## src/hw/rtl/tirt_pkg.sv

```systemverilog
// Package for the transaction id ring table.
// Holds the record type shared by the storage cells and the top level.
// No dependencies.
package tirt_pkg;

    // Width of the reported slot number, fixed by the result format.
    localparam int unsigned FOUND_INDEX_W = 6;
    localparam int unsigned WORD_W        = 32;

    // One stored transaction record. A record that is not valid matches only key zero and reports zero fields.
    typedef struct packed {
        logic              valid;
        logic [WORD_W-1:0] trans_id;
        logic [WORD_W-1:0] program_number;
        logic [WORD_W-1:0] version_number;
        logic [WORD_W-1:0] procedure_number;
        logic [WORD_W-1:0] handle;
    } t_entry;

endpackage

```

## src/hw/rtl/tirt_cell.sv

```systemverilog
// One storage cell of the transaction id ring table.
// Holds a single record and takes its neighbor's record when the ring rotates.
// Depends on tirt_pkg.
module tirt_cell (
    input  logic            i_clk,
    input  logic            i_rst_n,
    input  logic            i_shift,
    input  logic            i_load,
    input  tirt_pkg::t_entry i_load_entry,
    input  tirt_pkg::t_entry i_prev,
    output tirt_pkg::t_entry o_entry
);
    import tirt_pkg::*;

    logic   r_valid;
    t_entry r_data;

    // Only the valid bit is cleared by reset; the payload is passed through unchanged while invalid.
    always_ff @(posedge i_clk) begin
        if (!i_rst_n) begin
            r_valid <= 1'b0;
        end else if (i_load) begin
            r_valid <= 1'b1;
        end else if (i_shift) begin
            r_valid <= i_prev.valid;
        end
    end

    always_ff @(posedge i_clk) begin
        if (i_load) begin
            r_data <= i_load_entry;
        end else if (i_shift) begin
            r_data <= i_prev;
        end
    end

    always_comb begin
        o_entry       = r_data;
        o_entry.valid = r_valid;
    end

endmodule

```

## config.mk

```make
export PLATFORM = sky130hd
export DESIGN_NAME = tirt_cell
export DESIGN_NICKNAME = d
export VERILOG_FILES = /design/src/hw/rtl/tirt_pkg.sv /design/src/hw/rtl/tirt_cell.sv
export SDC_FILE = /design/constraint.sdc
export NUM_CORES = 1
export LEC_CHECK = 0
export BUFFER_PORTS_ARGS = -buffer_cell sky130_fd_sc_hd__buf_2
export CORE_AREA = 2 2 189 191
export DETAILED_ROUTE_END_ITERATION = 6
export DIE_AREA = 0 0 191 193
export SLEW_MARGIN = 0
export SYNTH_ARGS = -nofsm -noshare
export SYNTH_HDL_FRONTEND = slang
export SYNTH_SLANG_ARGS = --single-unit
```

## constraint.sdc

```tcl
create_clock -name i_clk -period 4.3 [get_ports i_clk]
set_clock_uncertainty 0.05 [all_clocks]
set_input_delay 0.215 -clock i_clk [delete_from_list [all_inputs] [get_ports i_clk]]
set_output_delay 0.215 -clock i_clk [all_outputs]
set_load 0.02 [all_outputs]
```

==> results.sh <==
export IMPL_outcome="finished clean"
export IMPL_drv_cap=0
export IMPL_p_clk_share_pct=37.0
export IMPL_grt_max_degree=81
export IMPL_synthTopCellsByCount="edfxtp_1 (160), mux2_2 (83), mux2_4 (78)"
export IMPL_grt_pass1_wl_mm=31.8
export IMPL_die_area_sq_um=36900
export IMPL_grt_overflow_total=0
export IMPL_via_count=5785
export IMPL_yosysTopAreaCellShare_pct=67.6
export IMPL_num_nets_final=1356
export IMPL_syn_cell_area_sq_um=7100
export IMPL_ir_worst_vdd_mv=0.266
export IMPL_endpoint_kind="flop"
export IMPL_die_width_microns=191
export IMPL_stdcell_area_sq_um=12700
export IMPL_grt_pass1_vias=5868
export IMPL_post_cts_buffers=0
export IMPL_n_antenna_cell=0
export IMPL_dr_pass1_iters=4
export IMPL_layout_drive_gt1_share_pct=65.3
export IMPL_powerDensity_nw_per_um2=370
export IMPL_final_util_pct=36.2
export IMPL_num_rows=69
export IMPL_htree_levels=4
export IMPL_cp_max_fo=56
export IMPL_synth_avg_cell_area_sq_um=20.7
export IMPL_hpwl_mm=16.6
export IMPL_vias_per_cell=3.85
export IMPL_synth_ff_type="edfxtp_1"
export IMPL_cp_arrival_ns=2.18
export IMPL_antenna_found_initial=0
export IMPL_fill_cells=3366
export IMPL_start_util_pct=20.3
export IMPL_cts_buffers=17
export IMPL_clockRootBuffer="clkbuf_16"
export IMPL_tightest_slew_ns=0.772
export IMPL_register_area_sq_um=4820
export IMPL_switching_share_pct=24.9
export IMPL_worstPathRequired_ns=4.43
export IMPL_die_y_microns=193
export IMPL_total_power_uw=4690
export IMPL_clock_fmax_mhz=487
export IMPL_yosys_area_top_type="edfxtp_1"
export IMPL_finalCritPeriodShare_pct=47.8
export IMPL_wl_per_cell_microns=15.5
export IMPL_path_class="primary input to flop"
export IMPL_routabilityCongestion=0.765
export IMPL_place_area_sq_um=10000
export IMPL_io_buffers=485
export IMPL_internal_power_uw=3520
export IMPL_drc=0
export IMPL_startpoint_type="primary input"
export IMPL_drt_iter0_markers=181
export IMPL_hold_violations=0
export IMPL_ys_warn_count=0
export IMPL_hold_path_class="primary input to flop"
export IMPL_seq_power_share_pct=42.1
export IMPL_core_sq_um=35000
export IMPL_cts_tree="yes"
export IMPL_maxSlewViolCount=0
export IMPL_period_needed_ns=2.05
export IMPL_io_pins=487
export IMPL_areaGrowthSynthToFinish_pct=78.4
export IMPL_p_sw_uw=1170
export IMPL_clk_path_buf_depth=2
export IMPL_synth_fp_nets=669
export IMPL_cts_sinks=161
export IMPL_setup_violations=0
export IMPL_tns_ns=0
export IMPL_postCtsResizedCells=0
export IMPL_antenna_left=0
export IMPL_ys_ff_latch=161
export IMPL_ys_types=9
export IMPL_synth_area_top_cells="edfxtp_1 (68%), mux2_4 (16%), mux2_2 (13%), buf_6 (1.6%), buf_2 (0.56%)"
export IMPL_ctsHoldBuffers=195
export IMPL_clk_latency_ns=0.44
export IMPL_seq_area_frac_synth_pct=67.9
export IMPL_syn_inst=343
export IMPL_rsz0062_at_grt="false"
export IMPL_groute_usage_overall_pct=11.8
export IMPL_combPwrFrac_pct=21.0
export IMPL_multi_input_area_sq_um=2120
export IMPL_slew_limit_headroom_pct=48.5
export IMPL_clkTransAtPathRegs_ns=0.06
export IMPL_ys_async_sr_fraction_pct=0
export IMPL_place_ws_ns=2.23
export IMPL_synth_most_common_cell="edfxtp_1"
export IMPL_synth_edf_count=160
export IMPL_leakagePower_uw=0.00570
export IMPL_final_setup_worst_slack_ns=2.25
export IMPL_wl_mm=23.3
[metal layers]
metal / track usage, % / wire [microns] / vias up
met1: 12.6 / 8720 / 2769
li1: - / - / 2723
met2: 21.6 / 12500 / 269
met4: 4.47 / 353 / 0
met5: 0 / 0 / -
met3: 3.80 / 1680 / 24
[worst max-delay path, stage by stage]
cell and delay [ns]:
clkbuf_8 0.31, buf_4 0.63, mux2_2 0.40, dlygate4sd3_1 0.57
[final cells by class]
class / instances / area share [%]
tap: 461 / 4.55
sequential: 161 / 38.1
multi-input combinational: 163 / 16.7
timing repair buffer: 687 / 35.4
clock inverter: 13 / 1.85
clock buffer: 19 / 3.42
[cell usage in the layout (no fill, tap or decap), drive strengths merged]
| cell | Yosys | layout |
|---|---|---|
| clkinvlp | 0 | 2 |
| or2 | 1 | 1 |
| bufinv | 0 | 6 |
| edfxtp | 160 | 160 |
| mux2 | 161 | 161 |
| clkinv | 0 | 4 |
| inv | 0 | 1 |
| o21a | 1 | 1 |
| clkbuf | 0 | 20 |
| buf | 19 | 489 |
| dlygate4sd3 | 0 | 197 |
| dfxtp | 1 | 1 |
[kinds of logic (layout without fill, tap and decap cells)]
kind of cell / count (synthesis) / in the layout / synth area share [%]
compound gates: 1 / 1 / 0.106
simple gates: 1 / 1 / 0.0881
flops: 161 / 161 / 67.9
buf+inv: 19 / 719 / 2.25
mux: 161 / 161 / 29.6
[flip-flops by register name, indices dropped and copies added, names as in the netlist]
signal / flops
o_entry: 160
r_valid: 1
[through the flow]
step	hold WS (ns)	std cells
4_1_cts	0.0000236	1502
3_3_place_gp	0.369	1275
2_1_floorplan	0.282	343
5_1_grt	0.00179	1504
6_report	0.0334	1504
3_5_place_dp	0.372	1275
[power groups by stage]
stage / clock network, uW / registers [uW] / logic [uW]
after floorplan: 0 / 2240 / 221
after global placement: 0 / 2000 / 813
after detailed placement: 0 / 2010 / 821
after CTS: 1790 / 1970 / 983
after global routing: 1860 / 1990 / 1040
final: 1730 / 1970 / 983
[worst paths after layout]
kind	start	end	slack, ns	cells after the start
worst max register to register	r_valid	r_valid	3.44	2
worst min register to register	r_valid	r_valid	0.53	2
worst max-delay path	i_load	o_entry[17]	2.25	4
worst min-delay path	i_load_entry[155]	o_entry[155]	0.03	2
No activity file was read; power rests on OpenSTA's default activity.
